--- src/rtl/core/ansi_color_text_terminal_assert.svh ---
// assertion macros used by the top-level rtl module
`ifndef ANSI_COLOR_TEXT_TERMINAL_ASSERT_SVH
`define ANSI_COLOR_TEXT_TERMINAL_ASSERT_SVH

// overlapping implication, checked outside reset
`define ACTT_ASSERT_NOW(lbl, clk, rst_n, a, b) \
  lbl: assert property (@(posedge clk) disable iff (!rst_n) (a) |-> (b)) \
    else $error("assertion failed");

// next-cycle implication, checked outside reset
`define ACTT_ASSERT_NEXT(lbl, clk, rst_n, a, b) \
  lbl: assert property (@(posedge clk) disable iff (!rst_n) (a) |=> (b)) \
    else $error("assertion failed");

`endif

--- src/rtl/core/actt_pkg.sv ---
`timescale 1ns / 1ps
package actt_pkg;

  localparam int ROWS_DEF  = 16;
  localparam int COLS_DEF  = 52;
  localparam int EDEPTH_DEF = 15;

  localparam logic [31:0] DEFAULT_COLOR = 32'hFF00FF00;
  localparam logic [31:0] BRIGHT_MASK   = 32'h00555555;
  localparam logic [7:0]  ESC_BYTE      = 8'h1B;
  localparam logic [6:0]  SPACE_CHAR    = 7'h20;
  localparam logic [6:0]  CODE_LIMIT    = 7'd127;

  localparam logic [1:0] PH_BRACKET = 2'd0;
  localparam logic [1:0] PH_DIGITS  = 2'd1;
  localparam logic [1:0] PH_BAD     = 2'd2;

  localparam logic OP_PUT  = 1'b0;
  localparam logic OP_READ = 1'b1;

  typedef struct packed {
    logic accept;
    logic exec;
    logic clr_wr;
    logic load_out;
  } dp_cmd_t;

  typedef struct packed {
    logic is_scroll;
    logic clr_last;
  } dp_sts_t;

  function automatic logic [31:0] palette(input logic [2:0] idx);
    logic [31:0] v;
    case (idx)
      3'd0: v = 32'hFF000000;
      3'd1: v = 32'hFFCC0000;
      3'd2: v = 32'hFF4E9A06;
      3'd3: v = 32'hFFC4A000;
      3'd4: v = 32'hFF3465A4;
      3'd5: v = 32'hFF75507B;
      3'd6: v = 32'hFF06989A;
      default: v = 32'hFFD3D7CF;
    endcase
    return v;
  endfunction

endpackage

--- src/rtl/core/actt_ctrl.sv ---
`timescale 1ns / 1ps
module actt_ctrl (
  input  logic              clk,
  input  logic              rst_n,
  input  logic              in_valid,
  output logic              in_ready,
  output logic              out_valid,
  input  logic              out_ready,
  input  actt_pkg::dp_sts_t sts,
  output actt_pkg::dp_cmd_t cmd
);
  localparam logic [2:0] ST_CLEAR  = 3'd0;
  localparam logic [2:0] ST_IDLE   = 3'd1;
  localparam logic [2:0] ST_EXEC   = 3'd2;
  localparam logic [2:0] ST_SCROLL = 3'd3;
  localparam logic [2:0] ST_DONE   = 3'd4;

  logic [2:0] state_r, state_nxt;
  logic       ov_r, ov_nxt;

  always_comb begin
    state_nxt    = state_r;
    cmd          = '0;
    case (state_r)
      ST_CLEAR: begin
        cmd.clr_wr = 1'b1;
        if (sts.clr_last) state_nxt = ST_IDLE;
      end
      ST_IDLE: begin
        if (in_valid) begin
          cmd.accept = 1'b1;
          state_nxt  = ST_EXEC;
        end
      end
      ST_EXEC: begin
        cmd.exec  = 1'b1;
        state_nxt = sts.is_scroll ? ST_SCROLL : ST_DONE;
      end
      ST_SCROLL: begin
        cmd.clr_wr = 1'b1;
        if (sts.clr_last) state_nxt = ST_DONE;
      end
      ST_DONE: begin
        if (!ov_r || out_ready) begin
          cmd.load_out = 1'b1;
          state_nxt    = ST_IDLE;
        end
      end
      default: state_nxt = ST_CLEAR;
    endcase
    ov_nxt = cmd.load_out ? 1'b1 : (out_ready ? 1'b0 : ov_r);
  end

  always_ff @(posedge clk) begin
    if (!rst_n) begin
      state_r <= ST_CLEAR;
      ov_r    <= 1'b0;
    end else begin
      state_r <= state_nxt;
      ov_r    <= ov_nxt;
    end
  end

  assign in_ready  = (state_r == ST_IDLE);
  assign out_valid = ov_r;
endmodule

--- config.mk ---
export PLATFORM = sky130hd
export DESIGN_NAME = actt_ctrl
export DESIGN_NICKNAME = d
export VERILOG_FILES = /design/src/rtl/core/ansi_color_text_terminal_assert.svh /design/src/rtl/core/actt_pkg.sv /design/src/rtl/core/actt_ctrl.sv
export SDC_FILE = /design/constraint.sdc
export NUM_CORES = 1
export LEC_CHECK = 0
export BUFFER_PORTS_ARGS = -buffer_cell sky130_fd_sc_hd__buf_2
export CAP_MARGIN = 10
export CORE_AREA = 2 2 39 41
export DETAILED_ROUTE_END_ITERATION = 12
export DIE_AREA = 0 0 41 43
export PLACE_DENSITY = 0.41
export SYNTH_ARGS = -nofsm -noshare
export SYNTH_HDL_FRONTEND = slang
export SYNTH_SLANG_ARGS = --single-unit
--- constraint.sdc ---
create_clock -name clk -period 1.53 [get_ports clk]
set_input_delay 0.0765 -clock clk [delete_from_list [all_inputs] [get_ports clk]]
set_output_delay 0.0765 -clock clk [all_outputs]
set_load 0.02 [all_outputs]
Yosys cells after proc, flatten, opt, wreduce, memory -nomap -nowiden
Index checks and enable logic that the tools add are counted.
{"block": "classes", "n_mux": 14, "n_eq_ne": 8, "n_reduce_logical": 6}
{"cell": "$mux W3", "count": 5}
{"cell": "$pmux W3 S5", "count": 1}
{"cell": "$mux W1", "count": 8}
{"cell": "$ne A2 B2 Y1 const B", "count": 4}
{"cell": "$eq A3 B2 Y1 const B", "count": 2}
{"cell": "$reduce_and A4 Y1", "count": 1}
{"cell": "$eq A3 B1 Y1 const B", "count": 1}
{"cell": "$eq A3 B3 Y1 const B", "count": 1}
{"cell": "$logic_not A3 Y1", "count": 1}
{"cell": "$reduce_bool A2 Y1", "count": 1}
{"cell": "$reduce_or A2 Y1", "count": 1}
{"cell": "$logic_not A1 Y1", "count": 1}
{"cell": "$logic_or A1 B1 Y1", "count": 1}
{"block": "totals", "elab_cells": 30, "input_bits": 6, "register_bits": 4, "output_inout_bits": 6}

Logic depth before layout (Yosys ltp)
Gate-level depths: netlist of run 1.
{"block": "depth", "word_depth": 5, "depth_mapped": 5, "depth_no_buf": 3}

Worst setup path before layout of run 1
No wires, ideal clock.
{"block": "synth_timing", "kind": "flip-flop to output port", "start": "register state_r[1]", "end": "output port cmd[2] (netlist bit)", "arrival_time_ns": 1.025, "setup_slack_ns": 0.429, "path_buffers": 1, "stages_incl_launch_ff": 4, "required_ns": 1.453, "cell_sequence": "dfxtp_1 -> buf_2 -> inv_1 -> nor3_1"}
{"element": "start: declaration", "line": "actt_ctrl.sv:18", "text": "logic [2:0] state_r, state_nxt;"}
{"element": "start signal: assignment", "line": "actt_ctrl.sv:59", "text": "state_r <= state_nxt;"}
{"element": "end: declaration", "line": "actt_ctrl.sv:10", "text": "output actt_pkg::dp_cmd_t cmd"}

==> results of run 1 <==
## sequential cells by signal, indices dropped and copies added (netlist names)
name and cells:
out_valid 1, state_r 3
## path summary, 6_finish.rpt
path,from,to,slack [ns],cells past startpoint
setup / recovery,state_r[0],cmd[3],0.19,3
hold / removal,rst_n,out_valid,0.12,2
setup reg to reg,state_r[0],state_r[2],0.39,3
hold reg to reg,state_r[1],state_r[1],0.58,2
## layer usage
| metal | global-route usage (%) | vias up |
|---|---|---|
| met5 | 0 | - |
| met4 | 2.00 | 0 |
| met3 | 6.28 | 0 |
| met2 | 10.0 | 16 |
| met1 | 11.8 | 109 |
| li1 | - | 142 |
## cell type report
| type | instances | area, um2 | share of cell area (%) |
|---|---|---|---|
| Multi-Input combinational cell | 27 | 166 | 47.8 |
| Sequential cell | 4 | 80.1 | 23.0 |
| Timing Repair Buffer | 11 | 55.1 | 15.8 |
| Clock buffer | 3 | 22.5 | 6.47 |
| Tap cell | 16 | 20.0 | 5.76 |
| Inverter | 1 | 3.75 | 1.08 |
## cells in the final DEF (no fill, tap or decap)
| cell type | instances |
|---|---|
| nor4b_1 | 1 |
| a211o_1 | 1 |
| nor2_1 | 3 |
| a21oi_1 | 2 |
| mux2i_1 | 1 |
| nor2b_1 | 4 |
| a21boi_2 | 1 |
| xor2_1 | 1 |
| nand2_1 | 2 |
| o21ai_0 | 1 |
| nor3_1 | 2 |
| dfxtp_1 | 4 |
| a32o_1 | 1 |
| nand3_1 | 3 |
| and2_1 | 1 |
| nand2b_1 | 1 |
| inv_1 | 1 |
| buf_2 | 11 |
| or2_1 | 1 |
| and3_1 | 1 |
| clkbuf_4 | 3 |
## cell families after synthesis
family	count (synthesis)	share of synthesized area, %
and+or+nand+nor	19	36.8
muxes	1	3.59
buffers and inverters	5	11.7
DFF	4	28.7
AOI/OAI and AO/OA	6	16.1
xor gates and xnor gates	1	3.14
## power by group
part / internal [uW] / total (uW) / switching (uW)
clock network: 87.8 / 131 / 43.3
logic: 34.4 / 79.8 / 45.4
registers: 111 / 124 / 13.3
total: 233 / 335 / 102
## critical path, delay by kind of cell, from the launching register on
family                 cells  cell delay (ns)
DFF                        1             0.47
and+or+nand+nor            2             0.40
buffers and inverters      1             0.16
## through the flow
| step | utilization [%] | setup slack [ns] |
|---|---|---|
| floorplan | - | 0.429 |
| global placement | 23.5 | 0.391 |
| detailed placement | 23.5 | 0.400 |
| CTS | 25.1 | 0.173 |
| global route | 25.1 | 0.0892 |
| finish | 25.1 | 0.191 |
==> run_results.csv, run 1 <==
group,metric,value,unit
status,status,"finished clean",
synth,syn_area,279,um2
worst_hold_path,hp-class,"input port to flip-flop",
routing,vias,267,
floorplan,ios,12,
power,p_total,335,uW
routing,met2_length,250,um
sta,hold_slack,0.121,ns
sta,fmax,747,MHz
clock_network,cts-root-to-sink-buffers,2,
sta,tns,0,ns
global_routing,track_usage,8.42,%
synth,yosysSeqAreaShare,28.7,%
critical_path,worstPathArrival,1.26,ns
synth,synth.area.top_cells,"dfxtp_1 29%, nor2b_1 9.0%, nand3_1 5.4%, a21boi_2 4.0%, buf_6 4.0%",
clock_network,numCtsBuffers,3,
global_routing,grt_first_pass_wirelength,966,um
critical_path,crit_chain,"nor2b_1 > and3_1 > buf_2",
clock_network,ctsRootBufferMaster,"clkbuf_4",
synth,synth_top_area_share,28.7,%
clock_network,ctsHoldBuffers,0,
sta,relSlewSlack,78.3,%
routing,drt_first_pass_iters,4,
placement,port_buffers,11,
critical_path,critPathCaptureType,"output port",
global_routing,grt-ovfl-total,0,
placement,dpl.cell_count,59,
synth,synth_common_cells,"4 x dfxtp_1, 4 x nor2b_1, 3 x nand3_1, 3 x nor2_1",
floorplan,start_util,20.2,%
cells_and_area,stdcell_area,348,um2
floorplan,row_count,14,
placement,dp_hpwl,479,um
cells_and_area,layout-drive-gt1-share,32.6,%
routing,wl_met3,70,um
synth,synth_nets,42,
synth,syn_area_per_cell,7.75,um2
routing,maxUsedRoutingLayer,"met3",
sta,timing.final.crit_share,87.5,%
clock_network,cts_tree,"done",
sta,finalSetupViolCount,0,
clock_network,cts_max_level,1,
floorplan,dieArea,1760,um2
routing,wl,655,um
critical_path,crit_fanout,8,
global_routing,grt_pass1_vias,226,
power,power_density,964,nW/um2
sta,fin_crit,1.34,ns
synth,synthCells,36,
critical_path,slowest_stage,"dfxtp_1",
placement,place_area,325,um2
routing,wirelength_met1,333,um
critical_path,required,1.45,ns
clock_network,cts_resized,0,
cells_and_area,fin_cells,62,
placement,gp_congestion,0.716,
synth,async_flop_share,0,%
floorplan,fp.dieH,43,um
clock_network,clock-sinks,4,
cells_and_area,num_antenna_cells,0,
routing,drt-initial-drc-count,9,
routing,via_per_inst,4.31,
floorplan,core_area,1380,um2
global_routing,grt_max_degree,11,
sta,rsz0062_at_grt,"no",
sta,hold_viol,0,
sta,fin_worst_skew,0.00201,ns
power,peakVddDrop,0.311,mV
critical_path,cpPeakStageDelay,0.47,ns
critical_path,start_kind,"flip-flop",
power,leakage,0.000154,uW
synth,synth_cell_types,22,
clock_network,clk_latency,0.23,ns
floorplan,die_x,41,um
clock_network,clk_pin_slew_worst_paths,0.04,ns
synth,synth-edff-count,0,
critical_path,criticalPathCategory,"flip-flop to output port",
routing,ant_nets,0,
synth,synth_area_leader_cell,"dfxtp_1",
synth,synth_flop_cell,"dfxtp_1",
global_routing,antenna_found_initial,0,
synth,ys_seq_elements,4,
run,cap_violations,0,
synth,synth_warnings,0,
clock_network,post_cts_buffers,0,
sta,worst_slew_pin_slew,0.325,ns
cells_and_area,fillCellCount,159,
sta,final_max_slew_viol_count,0,
routing,wire_per_inst,10.6,um
cells_and_area,syn_to_final_growth,24.7,%
routing,drc,0,
cells_and_area,layout.nets,54,
Note: power is estimated with default switching activity, not from simulation.
==> run 2: changes to the inputs <==
Settings changed: MAX_ROUTING_LAYER set to met4.
==> run 2 against run 1 <==
  * Fmax about the same
  * Worst hold slack about the same
  * Clock power about the same
  * Final cell count unchanged
  * Die area unchanged
  * Non-clock buffer count unchanged
  * Clock-buffer cell count unchanged
  * Sequential power about the same
  * Power about the same
  * First-iteration DRC count unchanged
  * Combinational power about the same
  * Critical endpoint unchanged
  * Largest cell class unchanged
==> run_results.csv, run 2 (synthesis results as in run 1) <==
group,metric,value,unit
status,status,"finished clean",
critical_path,critPathCaptureType,"output port",
cells_and_area,top_register,"state_r",
routing,wl,655,um
floorplan,die_x,41,um
critical_path,required,1.45,ns
power,peakVddDrop,0.311,mV
sta,fin_worst_skew,0.00201,ns
power,seqPwrFrac,37.1,%
global_routing,grt_max_degree,11,
sta,final_max_slew_viol_count,0,
global_routing,antenna_found_initial,0,
routing,drc,0,
worst_hold_path,hold_depth,2,
critical_path,slowest_stage,"dfxtp_1",
clock_network,clk_latency,0.23,ns
critical_path,crit_chain,"nor2b_1 > and3_1 > buf_2",
clock_network,ctsHoldBuffers,0,
power,clkPwrFrac,39.1,%
critical_path,crit_fanout,8,
sta,timing.final.crit_share,87.5,%
routing,ant_nets,0,
routing,drt-initial-drc-count,9,
cells_and_area,num_antenna_cells,0,
global_routing,grt-ovfl-total,0,
clock_network,cts-root-to-sink-buffers,2,
sta,relSlewSlack,78.3,%
cells_and_area,stdcell_area,348,um2
power,power_density,964,nW/um2
sta,finalSetupViolCount,0,
clock_network,post_cts_buffers,0,
power,intPower,233,uW
power,switching_share,30.4,%
sta,fin_crit,1.34,ns
sta,hold_viol,0,
sta,worst_slew_pin_slew,0.325,ns
cells_and_area,final_util,25.1,%
placement,place_area,325,um2
worst_hold_path,hp-class,"input port to flip-flop",
cells_and_area,layout-drive-gt1-share,32.6,%
critical_path,criticalPathCategory,"flip-flop to output port",
floorplan,start_util,20.2,%
power,switchingPower,102,uW
critical_path,worstPathArrival,1.26,ns
routing,drt_first_pass_iters,4,
floorplan,ios,12,
floorplan,core_area,1380,um2
clock_network,ctsRootBufferMaster,"clkbuf_4",
critical_path,r2r_cells,3,
cells_and_area,layout_common_cells,"11 x buf_2, 4 x nor2b_1, 4 x dfxtp_1",
clock_network,cts_resized,0,
clock_network,clock-sinks,4,
cells_and_area,fin_cells,62,
routing,via_per_inst,4.31,
routing,wire_per_inst,10.6,um
global_routing,grt_first_pass_wirelength,966,um
placement,dpl.cell_count,59,
clock_network,cts_max_level,1,
clock_network,cts_tree,"done",
global_routing,track_usage,8.62,%
cells_and_area,layout.nets,54,
floorplan,dieArea,1760,um2
clock_network,clk_pin_slew_worst_paths,0.04,ns
power,pwr-share-comb,23.8,%
critical_path,start_kind,"flip-flop",
sta,fmax,747,MHz
floorplan,fp.dieH,43,um
cells_and_area,final_common_cell,"buf_2",
power,leakage,0.000154,uW
critical_path,cpPeakStageDelay,0.47,ns
routing,vias,267,
global_routing,grt_pass1_vias,225,
sta,rsz0062_at_grt,"no",
sta,tns,0,ns
cells_and_area,syn_to_final_growth,24.7,%
placement,port_buffers,11,
placement,gp_congestion,0.724,
run,cap_violations,0,
cells_and_area,largest_register_ffs,3,
floorplan,row_count,14,
clock_network,numCtsBuffers,3,
placement,dp_hpwl,479,um
==> run 2: cell counts in the layout (fill, tap and decap cells not counted) <==
No cell type changed its count.
==> run 2: area by class of cell <==
class	instances	area [um2]
fill	159	1040
multi-input combinational	27	166
sequential	4	80.1
timing repair buffer	11	55.1
clock buffer	3	22.5
tap	16	20.0
inverter	1	3.75
==> run 2: through the flow <==
step	total power [uW]	worst slack (ns)	hold slack (ns)
floorplan	186	0.429	0.205
global placement	208	0.391	0.367
detailed placement	206	0.400	0.372
CTS	343	0.173	0.125
global route	360	0.0892	0.131
finish	335	0.191	0.121
==> run 2: path summary, 6_finish.rpt <==
check | startpoint | end | slack, ns
hold / removal | rst_n | out_valid | 0.12
hold reg to reg | state_r[1] | state_r[1] | 0.58
setup reg to reg | state_r[0] | state_r[2] | 0.39
setup / recovery | state_r[0] | cmd[3] | 0.19
==> run 2: metal layers <==
layer	share of wire, %	global-route usage (%)	vias up
li1	-	-	142
met1	51	11.8	109
met2	38	10.0	16
met3	11	6.28	0
met4	0	2.00	0
met5	0	-	-
==> run 2: worst max-delay path: cells and delay by family, from the launching register on <==
family | cells | cell delay (ns)
buffers and inverters | 1 | 0.16
and+or+nand+nor | 2 | 0.40
DFF | 1 | 0.47
==> run 2: power groups by stage <==
stage	Combinational [uW]	Sequential (uW)	Clock, uW
final	79.8	124	131
after global routing	87.7	126	146
after CTS	81.1	124	138
after detailed placement	80.2	126	0
after global placement	81.5	126	0
after floorplan	71.2	115	0
